===== src/rtl/core/blf_pkg.sv =====
// ----------------------------------------------------------------------------
// blf_pkg
// Shared types, codes and the gamma table for the backlight fader and
// indicator LED pulser.
// ----------------------------------------------------------------------------
package blf_pkg;

   localparam int GAMMA_ENTRIES = 64;
   localparam int GAMMA_IDX_W   = $clog2(GAMMA_ENTRIES);
   localparam int PHASE_W       = 16;
   localparam int GAMMA_LSB     = 5;   // phase bits [10:5] pick the table entry
   localparam int BLINK_BIT     = 11;  // phase bit 11 (2048) mirrors / blinks
   localparam int FADE_TICK_W   = 4;   // fade step when ms_count[3:0] == 0

   localparam logic [7:0] BRIGHTNESS_RESET = 8'd13;
   localparam logic [7:0] LEVEL_FULL       = 8'd255;
   localparam logic [7:0] LEVEL_ZERO       = 8'd0;

   // Configuration register indexes
   typedef enum logic [2:0] {
      CSR_DIM_LEVEL      = 3'd0,
      CSR_BRIGHT_LEVEL   = 3'd1,
      CSR_FADE_UP_STEP   = 3'd2,
      CSR_FADE_DOWN_STEP = 3'd3,
      CSR_TIMEOUT_SECS   = 3'd4
   } csr_idx_type;

   localparam logic [7:0] DIM_LEVEL_RESET      = 8'd13;
   localparam logic [7:0] BRIGHT_LEVEL_RESET   = 8'd255;
   localparam logic [7:0] FADE_UP_STEP_RESET   = 8'd42;
   localparam logic [7:0] FADE_DOWN_STEP_RESET = 8'd3;
   localparam logic [7:0] TIMEOUT_SECS_RESET   = 8'd30;

   typedef enum logic [2:0] {
      OP_TICK      = 3'd0,
      OP_WAKE      = 3'd1,
      OP_PULSE     = 3'd2,
      OP_BLINK     = 3'd3,
      OP_STOP      = 3'd4,
      OP_IND_OFF   = 3'd5
   } op_type;

   typedef enum logic [1:0] {
      BL_IDLE = 2'd0,
      BL_UP   = 2'd1,
      BL_DOWN = 2'd2
   } bl_mode_type;

   typedef enum logic [1:0] {
      IND_OFF   = 2'd0,
      IND_PULSE = 2'd1,
      IND_BLINK = 2'd2
   } ind_mode_type;

   typedef struct packed {
      logic [2:0] operation;
      logic [7:0] indicator_rate;
   } req_type;

   typedef struct packed {
      logic [7:0] backlight_level;
      logic       backlight_changed;
      logic [7:0] indicator_level;
      logic       indicator_changed;
   } rsp_type;

   typedef struct packed {
      logic [7:0] dim_level;
      logic [7:0] bright_level;
      logic [7:0] fade_up_step;
      logic [7:0] fade_down_step;
      logic [7:0] backlight_timeout_secs;
   } cfg_type;

   typedef struct packed {
      logic [7:0]         backlight_brightness;
      bl_mode_type        backlight_mode;
      logic [7:0]         timeout_count;
      logic [PHASE_W-1:0] indicator_phase;
      ind_mode_type       indicator_mode;
      logic [7:0]         indicator_step;
      logic [7:0]         ms_count;
      logic [1:0]         quarter_count;
   } state_type;

   localparam state_type STATE_RESET = '{
      backlight_brightness: BRIGHTNESS_RESET,
      backlight_mode:       BL_IDLE,
      timeout_count:        8'd0,
      indicator_phase:      '0,
      indicator_mode:       IND_OFF,
      indicator_step:       8'd0,
      ms_count:             8'd0,
      quarter_count:        2'd0
   };

   localparam logic [7:0] GAMMA_ROM [GAMMA_ENTRIES] = '{
      8'd0,   8'd0,   8'd0,   8'd0,   8'd1,   8'd1,   8'd1,   8'd2,
      8'd3,   8'd4,   8'd4,   8'd5,   8'd7,   8'd8,   8'd9,   8'd11,
      8'd13,  8'd14,  8'd16,  8'd18,  8'd20,  8'd23,  8'd25,  8'd28,
      8'd31,  8'd33,  8'd36,  8'd40,  8'd43,  8'd46,  8'd50,  8'd54,
      8'd57,  8'd61,  8'd66,  8'd70,  8'd74,  8'd79,  8'd84,  8'd89,
      8'd94,  8'd99,  8'd105, 8'd110, 8'd116, 8'd122, 8'd128, 8'd134,
      8'd140, 8'd147, 8'd153, 8'd160, 8'd167, 8'd174, 8'd182, 8'd189,
      8'd197, 8'd205, 8'd213, 8'd221, 8'd229, 8'd238, 8'd246, 8'd255
   };

endpackage


===== src/rtl/core/blf_update.sv =====
// ----------------------------------------------------------------------------
// blf_update
// Next-state and result logic for one word: tick bookkeeping, fade step,
// backlight wake and indicator commands.
// ----------------------------------------------------------------------------
module blf_update (
   input  blf_pkg::state_type cur,
   input  blf_pkg::cfg_type   cfg,
   input  blf_pkg::req_type   req,
   output blf_pkg::state_type nxt,
   output blf_pkg::rsp_type   rsp
);

   logic                            fade_go;
   logic [8:0]                      up_sum;
   logic [8:0]                      dim_sum;
   logic [blf_pkg::PHASE_W-1:0]     phase_adv;
   logic [blf_pkg::GAMMA_IDX_W-1:0] gidx;
   logic [7:0]                      ms_next;
   logic [1:0]                      qtr_next;
   logic [7:0]                      tmo_dec;
   logic                            bl_w;
   logic                            ind_w;
   logic [7:0]                      ind_val;
   blf_pkg::ind_mode_type           want;

   assign up_sum    = {1'b0, cur.backlight_brightness} + {1'b0, cfg.fade_up_step};
   assign dim_sum   = {1'b0, cfg.dim_level} + {1'b0, cfg.fade_down_step};
   assign phase_adv = cur.indicator_phase
                      + {{(blf_pkg::PHASE_W-8){1'b0}}, cur.indicator_step};
   assign ms_next   = cur.ms_count + 8'd1;
   assign qtr_next  = cur.quarter_count + 2'd1;
   assign tmo_dec   = cur.timeout_count - 8'd1;

   // mirrored table index in the second half of each period
   always_comb begin
      gidx = phase_adv[blf_pkg::GAMMA_LSB +: blf_pkg::GAMMA_IDX_W];
      if (phase_adv[blf_pkg::BLINK_BIT]) begin
         gidx = ~gidx;
      end
   end

   assign fade_go = !(cur.backlight_mode == blf_pkg::BL_IDLE &&
                      cur.indicator_mode == blf_pkg::IND_OFF) &&
                    (cur.ms_count[blf_pkg::FADE_TICK_W-1:0] == '0);

   assign want = (req.operation == blf_pkg::OP_PULSE) ? blf_pkg::IND_PULSE
                                                       : blf_pkg::IND_BLINK;

   always_comb begin
      nxt     = cur;
      bl_w    = 1'b0;
      ind_w   = 1'b0;
      ind_val = blf_pkg::LEVEL_ZERO;
      case (blf_pkg::op_type'(req.operation))
         blf_pkg::OP_TICK: begin
            if (fade_go) begin
               if (cur.backlight_mode == blf_pkg::BL_UP) begin
                  bl_w = 1'b1;
                  if (up_sum < {1'b0, cfg.bright_level}) begin
                     nxt.backlight_brightness = up_sum[7:0];
                  end else begin
                     nxt.backlight_brightness = cfg.bright_level;
                     nxt.backlight_mode       = blf_pkg::BL_IDLE;
                  end
               end else if (cur.backlight_mode == blf_pkg::BL_DOWN) begin
                  bl_w = 1'b1;
                  if ({1'b0, cur.backlight_brightness} > dim_sum) begin
                     nxt.backlight_brightness = cur.backlight_brightness
                                                - cfg.fade_down_step;
                  end else begin
                     nxt.backlight_brightness = cfg.dim_level;
                     nxt.backlight_mode       = blf_pkg::BL_IDLE;
                  end
               end
               if (cur.indicator_mode != blf_pkg::IND_OFF) begin
                  ind_w               = 1'b1;
                  nxt.indicator_phase = phase_adv;
                  if (cur.indicator_mode == blf_pkg::IND_BLINK) begin
                     ind_val = phase_adv[blf_pkg::BLINK_BIT] ? blf_pkg::LEVEL_ZERO
                                                             : blf_pkg::LEVEL_FULL;
                  end else begin
                     ind_val = blf_pkg::GAMMA_ROM[gidx];
                  end
               end
            end
            nxt.ms_count = ms_next;
            if (ms_next == 8'd0) begin
               nxt.quarter_count = qtr_next;
               // one second every four wraps of the ms counter
               if (qtr_next == 2'd0 && cur.timeout_count != 8'd0) begin
                  nxt.timeout_count = tmo_dec;
                  if (tmo_dec == 8'd0) begin
                     nxt.backlight_mode = blf_pkg::BL_DOWN;
                  end
               end
            end
         end
         blf_pkg::OP_WAKE: begin
            if (cur.timeout_count == 8'd0) begin
               nxt.backlight_mode = blf_pkg::BL_UP;
            end
            nxt.timeout_count = cfg.backlight_timeout_secs;
         end
         blf_pkg::OP_PULSE, blf_pkg::OP_BLINK: begin
            if (cur.indicator_mode != want) begin
               nxt.indicator_phase = '0;
            end
            nxt.indicator_step = req.indicator_rate;
            nxt.indicator_mode = want;
         end
         blf_pkg::OP_STOP: begin
            nxt.indicator_mode = blf_pkg::IND_OFF;
         end
         blf_pkg::OP_IND_OFF: begin
            nxt.indicator_mode = blf_pkg::IND_OFF;
            ind_w              = 1'b1;
         end
         default: begin
         end
      endcase
   end

   assign rsp.backlight_level   = nxt.backlight_brightness;
   assign rsp.backlight_changed = bl_w;
   assign rsp.indicator_level   = ind_w ? ind_val : blf_pkg::LEVEL_ZERO;
   assign rsp.indicator_changed = ind_w;

endmodule


===== src/rtl/core/backlight_fader_and_led_pulser.sv =====
// ----------------------------------------------------------------------------
// backlight_fader_and_led_pulser
// Backlight fade controller and indicator LED pulse/blink generator driven by
// 1 ms tick words and command words.
// ----------------------------------------------------------------------------
// Usage: every request word (a 1 ms tick or a command) yields exactly one
// response word carrying the backlight duty and, when written, the indicator
// duty. The block takes one word per clock when the response side keeps up.
// An accepted word is held in the execute stage, updated against the state
// store and captured into the response register, which drives rsp_valid,
// once that register is free. The store is a single-entry synchronous
// memory read every cycle, so its read latency is hidden, and the previous
// cycle's write is forwarded so back-to-back words see fresh state. A valid
// bit stands in for the reset contents of the store, so there is no
// clearing pass after reset. The five configuration registers are written
// through the csr_ port and should only change while the block is idle.
// ----------------------------------------------------------------------------
module backlight_fader_and_led_pulser (
   input  logic             clock,
   input  logic             reset,

   input  logic             req_valid,
   output logic             req_ready,
   input  blf_pkg::req_type req_data,

   output logic             rsp_valid,
   input  logic             rsp_ready,
   output blf_pkg::rsp_type rsp_data,

   input  logic             csr_wr_en,
   input  logic [2:0]       csr_index,
   input  logic [7:0]       csr_wdata
);

   // configuration registers
   blf_pkg::cfg_type   cfg_ff;

   // state store (one entry) and its read port
   blf_pkg::state_type state_mem [1];
   blf_pkg::state_type rd_data_ff;
   logic               state_vld_ff;   // store written at least once
   logic               fwd_vld_ff;     // write landed at the same edge as the read
   blf_pkg::state_type fwd_data_ff;
   blf_pkg::state_type cur_state;
   blf_pkg::state_type nxt_state;

   // execute stage
   logic               ex_vld_ff;
   logic               ex_vld_in;
   blf_pkg::req_type   ex_req_ff;
   logic               ex_adv;

   // response register
   logic               rsp_vld_ff;
   logic               rsp_vld_in;
   blf_pkg::rsp_type   rsp_ff;
   blf_pkg::rsp_type   ex_rsp;

   // ---------------- configuration ----------------
   always_ff @(posedge clock) begin
      if (reset) begin
         cfg_ff.dim_level              <= blf_pkg::DIM_LEVEL_RESET;
         cfg_ff.bright_level           <= blf_pkg::BRIGHT_LEVEL_RESET;
         cfg_ff.fade_up_step           <= blf_pkg::FADE_UP_STEP_RESET;
         cfg_ff.fade_down_step         <= blf_pkg::FADE_DOWN_STEP_RESET;
         cfg_ff.backlight_timeout_secs <= blf_pkg::TIMEOUT_SECS_RESET;
      end else if (csr_wr_en) begin
         case (blf_pkg::csr_idx_type'(csr_index))
            blf_pkg::CSR_DIM_LEVEL:      cfg_ff.dim_level              <= csr_wdata;
            blf_pkg::CSR_BRIGHT_LEVEL:   cfg_ff.bright_level           <= csr_wdata;
            blf_pkg::CSR_FADE_UP_STEP:   cfg_ff.fade_up_step           <= csr_wdata;
            blf_pkg::CSR_FADE_DOWN_STEP: cfg_ff.fade_down_step         <= csr_wdata;
            blf_pkg::CSR_TIMEOUT_SECS:   cfg_ff.backlight_timeout_secs <= csr_wdata;
            default: begin
            end
         endcase
      end
   end

   // ---------------- handshake ----------------
   // execute stage retires into the response register when that is free
   assign ex_adv     = ex_vld_ff && (!rsp_vld_ff || rsp_ready);
   assign req_ready  = !ex_vld_ff || ex_adv;
   assign ex_vld_in  = (req_valid && req_ready) || (ex_vld_ff && !ex_adv);
   assign rsp_vld_in = ex_adv || (rsp_vld_ff && !rsp_ready);

   always_ff @(posedge clock) begin
      if (reset) begin
         ex_vld_ff  <= 1'b0;
         rsp_vld_ff <= 1'b0;
      end else begin
         ex_vld_ff  <= ex_vld_in;
         rsp_vld_ff <= rsp_vld_in;
      end
   end

   always_ff @(posedge clock) begin
      if (req_valid && req_ready) begin
         ex_req_ff <= req_data;
      end
      if (ex_adv) begin
         rsp_ff <= ex_rsp;
      end
   end

   // ---------------- state store ----------------
   // read every cycle; a write at the same edge is caught by the bypass
   always_ff @(posedge clock) begin
      if (ex_adv) begin
         state_mem[0] <= nxt_state;
      end
      rd_data_ff  <= state_mem[0];
      fwd_data_ff <= nxt_state;
   end

   always_ff @(posedge clock) begin
      if (reset) begin
         state_vld_ff <= 1'b0;
         fwd_vld_ff   <= 1'b0;
      end else begin
         state_vld_ff <= state_vld_ff || ex_adv;
         fwd_vld_ff   <= ex_adv;
      end
   end

   always_comb begin
      if (fwd_vld_ff) begin
         cur_state = fwd_data_ff;
      end else if (state_vld_ff) begin
         cur_state = rd_data_ff;
      end else begin
         cur_state = blf_pkg::STATE_RESET;
      end
   end

   blf_update u_update (
      .cur (cur_state),
      .cfg (cfg_ff),
      .req (ex_req_ff),
      .nxt (nxt_state),
      .rsp (ex_rsp)
   );

   assign rsp_valid = rsp_vld_ff;
   assign rsp_data  = rsp_ff;

endmodule


===== config.mk =====
export PLATFORM = sky130hd
export DESIGN_NAME = backlight_fader_and_led_pulser
export DESIGN_NICKNAME = d
export VERILOG_FILES = /design/src/rtl/core/blf_pkg.sv /design/src/rtl/core/blf_update.sv /design/src/rtl/core/backlight_fader_and_led_pulser.sv
export SDC_FILE = /design/constraint.sdc
export NUM_CORES = 1
export LEC_CHECK = 0
export BUFFER_PORTS_ARGS = -buffer_cell sky130_fd_sc_hd__buf_2
export CAP_MARGIN = 20
export CORE_MARGIN = 2
export CORE_UTILIZATION = 30
export DETAILED_ROUTE_END_ITERATION = 6
export HOLD_SLACK_MARGIN = 0.02
export MAX_ROUTING_LAYER = met4
export PLACE_DENSITY = 0.47
export REMOVE_ABC_BUFFERS = 1
export SETUP_SLACK_MARGIN = 0.2
export SLEW_MARGIN = 15
export SYNTH_ARGS = -nofsm -noshare
export SYNTH_HDL_FRONTEND = slang
export SYNTH_HIERARCHICAL = 1
export SYNTH_SLANG_ARGS = --single-unit
export TNS_END_PERCENT = 20

===== constraint.sdc =====
create_clock -name clock -period 6.1 [get_ports clock]
set_input_delay 0 -clock clock [delete_from_list [all_inputs] [get_ports clock]]
set_output_delay 0 -clock clock [all_outputs]
set_load 0.02 [all_outputs]

* After elaboration in Yosys (flattened, before gate mapping) *
Memory sizes are Yosys's and may differ from the RTL's. A register that Yosys moved wholly into a read port is not among the register bits.
Index checks and enable logic that the tools add are counted.

operators by class
  eq/ne operators = 13
  add/subtract/negate cells = 7
  reductions and logical operators = 37
  muxes and demuxes = 36
  bitwise operators = 2
  order comparisons = 3

operators with widths
  kind                   count
  $mux W54               2
  $mux W8                8
  $mux W10               6
  $mux W16               3
  $pmux W16 S2           1
  $logic_not A8 Y1       3
  $pmux W10 S2           1
  $add A8 B8 Y9          2
  $add A16 B8 Y16        1
  $eq A3 B2 Y1 const B   4
  $mux W2                6
  $reduce_and A2 Y1      6
  $eq A3 B3 Y1 const B   3
  $gt A8 B9 Y1           1
  $lt A9 B8 Y1           1
  $add A8 B1 Y8 const B  1
  $reduce_bool A8 Y1     1
  $sub A8 B1 Y8 const B  1
  $sub A8 B8 Y8          1
  $ge A7 B7 Y1 const B   1
  $logic_and A1 B1 Y1    7
  $not A6 Y7             1
  $eq A3 B1 Y1 const B   2
  $logic_not A2 Y1       3
  other kinds (16)       32

storage, ports and cells
  register bits after elaboration = 127
  bits in writable memories = 54
  memories = 2
  ROM bits = 512

memory list
  name              words  bits a word  rd ports  clocked after Yosys merged registers in  write ports  line                                  text
  (name not given)  64     8            1         0                                        0            blf_update.sv:83                      ind_val = blf_pkg::GAMMA_ROM[gidx];
  state_mem         1      54           1         1                                        1            backlight_fader_and_led_pulser.sv:39  blf_pkg::state_type state_mem [1];

* Longest topological paths before layout *
  depth after elaboration = 11
  mapped depth = 19
  gate-level depth less buffers = 17

* Cells and area by module *
The synthesis kept the hierarchy.

by module, submodules not included
  module                          times used  cells each  sequential area each (um^2)  area an instance (um^2)
  backlight_fader_and_led_pulser  1           429         5535.3                       6846.6
  blf_update                      1           685         0.0                          4754.6

* Worst setup path after synthesis *
No wires, ideal clock.

  path type = register -> register
  start point = reg state_vld_ff
  end point = reg rsp_ff (netlist bit rsp_data[4]), data pin
  path slack = 1715 ps
  cell stages (with the launch flop) = 17
  required time = 5951 ps
  arrival = 4236 ps
  path through = dfxtp_1 nor2b_1 clkbuf_1 buf_2 a22o_1 ha_1 fa_1 a211o_1 a2111oi_1 nor3_1 xnor2_1 inv_1 ha_1 o22ai_1 nor4_1 or4_1 a21oi_1

RTL lines
  what                      line                                   text
  start: declaration        backlight_fader_and_led_pulser.sv:41   logic state_vld_ff;
  start signal: assignment  backlight_fader_and_led_pulser.sv:121  state_vld_ff <= state_vld_ff || ex_adv;
  end signal: assignment    backlight_fader_and_led_pulser.sv:102  rsp_ff <= ex_rsp;
  end: declaration          backlight_fader_and_led_pulser.sv:56   blf_pkg::rsp_type rsp_ff;

==> impl_metrics.env <==
export IMPL_status="finished, final reports clean"
export IMPL_antennaDiodeCount=0
export IMPL_grt_setup_unrepaired="false"
export IMPL_postCtsHoldBufs=29
export IMPL_crit_type="register to register"
export IMPL_cts_repair_resized=0
export IMPL_dpl_instance_area_um2=11700
export IMPL_globalplace_congestion=0.846
export IMPL_grt_pass1_wl_um=44700
export IMPL_cts_tree="yes"
export IMPL_slew_violations=0
export IMPL_die_h_um=197
export IMPL_critical_path_required_ns=6.48
export IMPL_wirelength_um=27700
export IMPL_setup_viol=0
export IMPL_relSlewSlack=0.346
export IMPL_finish_instance_area_um2=12900
export IMPL_power_mw=3.72
export IMPL_post_route_util=0.352
export IMPL_drtIter0Drc=411
export IMPL_layout_drive_gt1_share=0.127
export IMPL_stdcell_count=1619
export IMPL_grt_overflow=0
export IMPL_ant_nets=0
export IMPL_antenna_found_initial=0
export IMPL_htreeDepth=1
export IMPL_cp_start_kind="register"
export IMPL_drc=0
export IMPL_start_util=0.305
export IMPL_synthesis_area_um2=11200
export IMPL_min_period_ns=5.03
export IMPL_yosysWarnings=6
export IMPL_crit_slowest_cell="xnor2_1"
export IMPL_crit_fanout=16
export IMPL_clkSinkCount=223
export IMPL_vias=8126
export IMPL_finalSetupTns_ns=0
export IMPL_core_area_um2=36700
export IMPL_wl_per_cell_um=17.1
export IMPL_rows=70
export IMPL_holdWs_ns=0.0970
export IMPL_worst_pin_slew_ns=0.981
export IMPL_syn_area_per_cell_um2=10.4
export IMPL_max_cap_violations=0
export IMPL_cts_buffer_depth=3
export IMPL_io_pins=47
export IMPL_synthToLayoutAreaGrowth_pct=15.3
export IMPL_port_buffers=46
export IMPL_ir_worst_vdd_uv=164
export IMPL_worst_path_buf_inv=2
export IMPL_grt_max_degree=59
export IMPL_cts_buffers=26
export IMPL_arrival_ns=5.41
export IMPL_end_kind="register"
export IMPL_fp_dieW_um=197
export IMPL_finalCritPeriodShare=0.824
export IMPL_crit_path_cell_trace="nor2b_4 > buf_4 > a22o_1 > ha_1 > a21oi_1 > o211ai_4 > a211o_1 > o211a_1 > xnor2_1 > inv_1 > ha_1 > o22ai_1 > nor4_1 > or4_1 > a21oi_1"
export IMPL_dp_cells=1541
export IMPL_total_leakage_power_nw=5.10
export IMPL_die_area_um2=38900
export IMPL_final_hold_viol_count=0
export IMPL_clk_latency_ns=0.55
export IMPL_track_usage=0.149
export IMPL_fmax_mhz=199
export IMPL_pre_cts_ws_ns=1.13
export IMPL_nets=1229
export IMPL_cts_setup_buffers=0
export IMPL_synthCells=1081
export IMPL_cts_root_buffer="clkbuf_16"
export IMPL_dr_pass1_iters=5
export IMPL_max_stage_delay_ns=0.58
export IMPL_power_density_nw_per_um2=288
export IMPL_hold_class="input pin to register"
export IMPL_fin_skew_ns=0.0208
export IMPL_viasPerCell=5.02
export IMPL_crit_family="compound AO/OA/AOI/OAI gates"
export IMPL_path_clk_slew_ns=0.06
export IMPL_setup_ws_ns=1.07
export IMPL_dp_hpwl_um=19400
export IMPL_grt_pass1_vias=7989
worst paths after layout:
path / startpoint / end / slack, ns / depth (start not counted)
worst max-delay path: fwd_vld_ff / rsp_data[4] / 1.07 / 15
worst min-delay path: reset / cfg_ff[38] / 0.1 / 2
worst max register to register: fwd_vld_ff / rsp_data[4] / 1.07 / 15
worst min register to register: state_mem[0][40] / rd_data_ff[40] / 0.33 / 0
layout make-up:
class	instances	area [µm²]
fill	3676	23800
timing repair buffer	90	633
clock buffer	40	805
tap	468	586
multi-input combinational	742	5380
clock inverter	8	62.6
inverter	48	181
sequential	223	5260
cell usage in the layout (no fill, tap or decap), drive strengths merged, types with 49 or more instances in the layout:
cell and instances:
dfxtp 144, buf 61, nor3 53, nor2 83, edfxtp 79, nand2 55, o21ai 49, a21oi 77
ha 67, a22o 51
per-layer routing:
| layer | vias up | share of wire | global-route usage |
|---|---|---|---|
| met2 | 116 | 0.47 | 0.244 |
| met4 | 0 | 0.028 | 0.0440 |
| met3 | 43 | 0.027 | 0.0219 |
| met1 | 3868 | 0.47 | 0.191 |
| li1 | 4099 | - | - |
| met5 | - | 0 | - |
sequential cells by signal, summed over array words and instances, names as in the netlist:
register      flops
rd_data_ff       50
rsp_data         18
ex_vld_ff         1
fwd_data_ff      50
rsp_valid         1
state_vld_ff      1
ex_req_ff        11
fwd_vld_ff        1
cfg_ff           40
state_mem        50
where the power goes:
| part | switching (mW) | leakage [nW] | total (mW) | internal [mW] |
|---|---|---|---|---|
| Sequential | 0.0275 | 1.94 | 1.64 | 1.61 |
| Combinational | 0.335 | 2.74 | 0.541 | 0.206 |
| Clock | 0.625 | 0.419 | 1.53 | 0.909 |
| Total | 0.988 | 5.10 | 3.72 | 2.73 |
(Power assumes the default switching activity.)
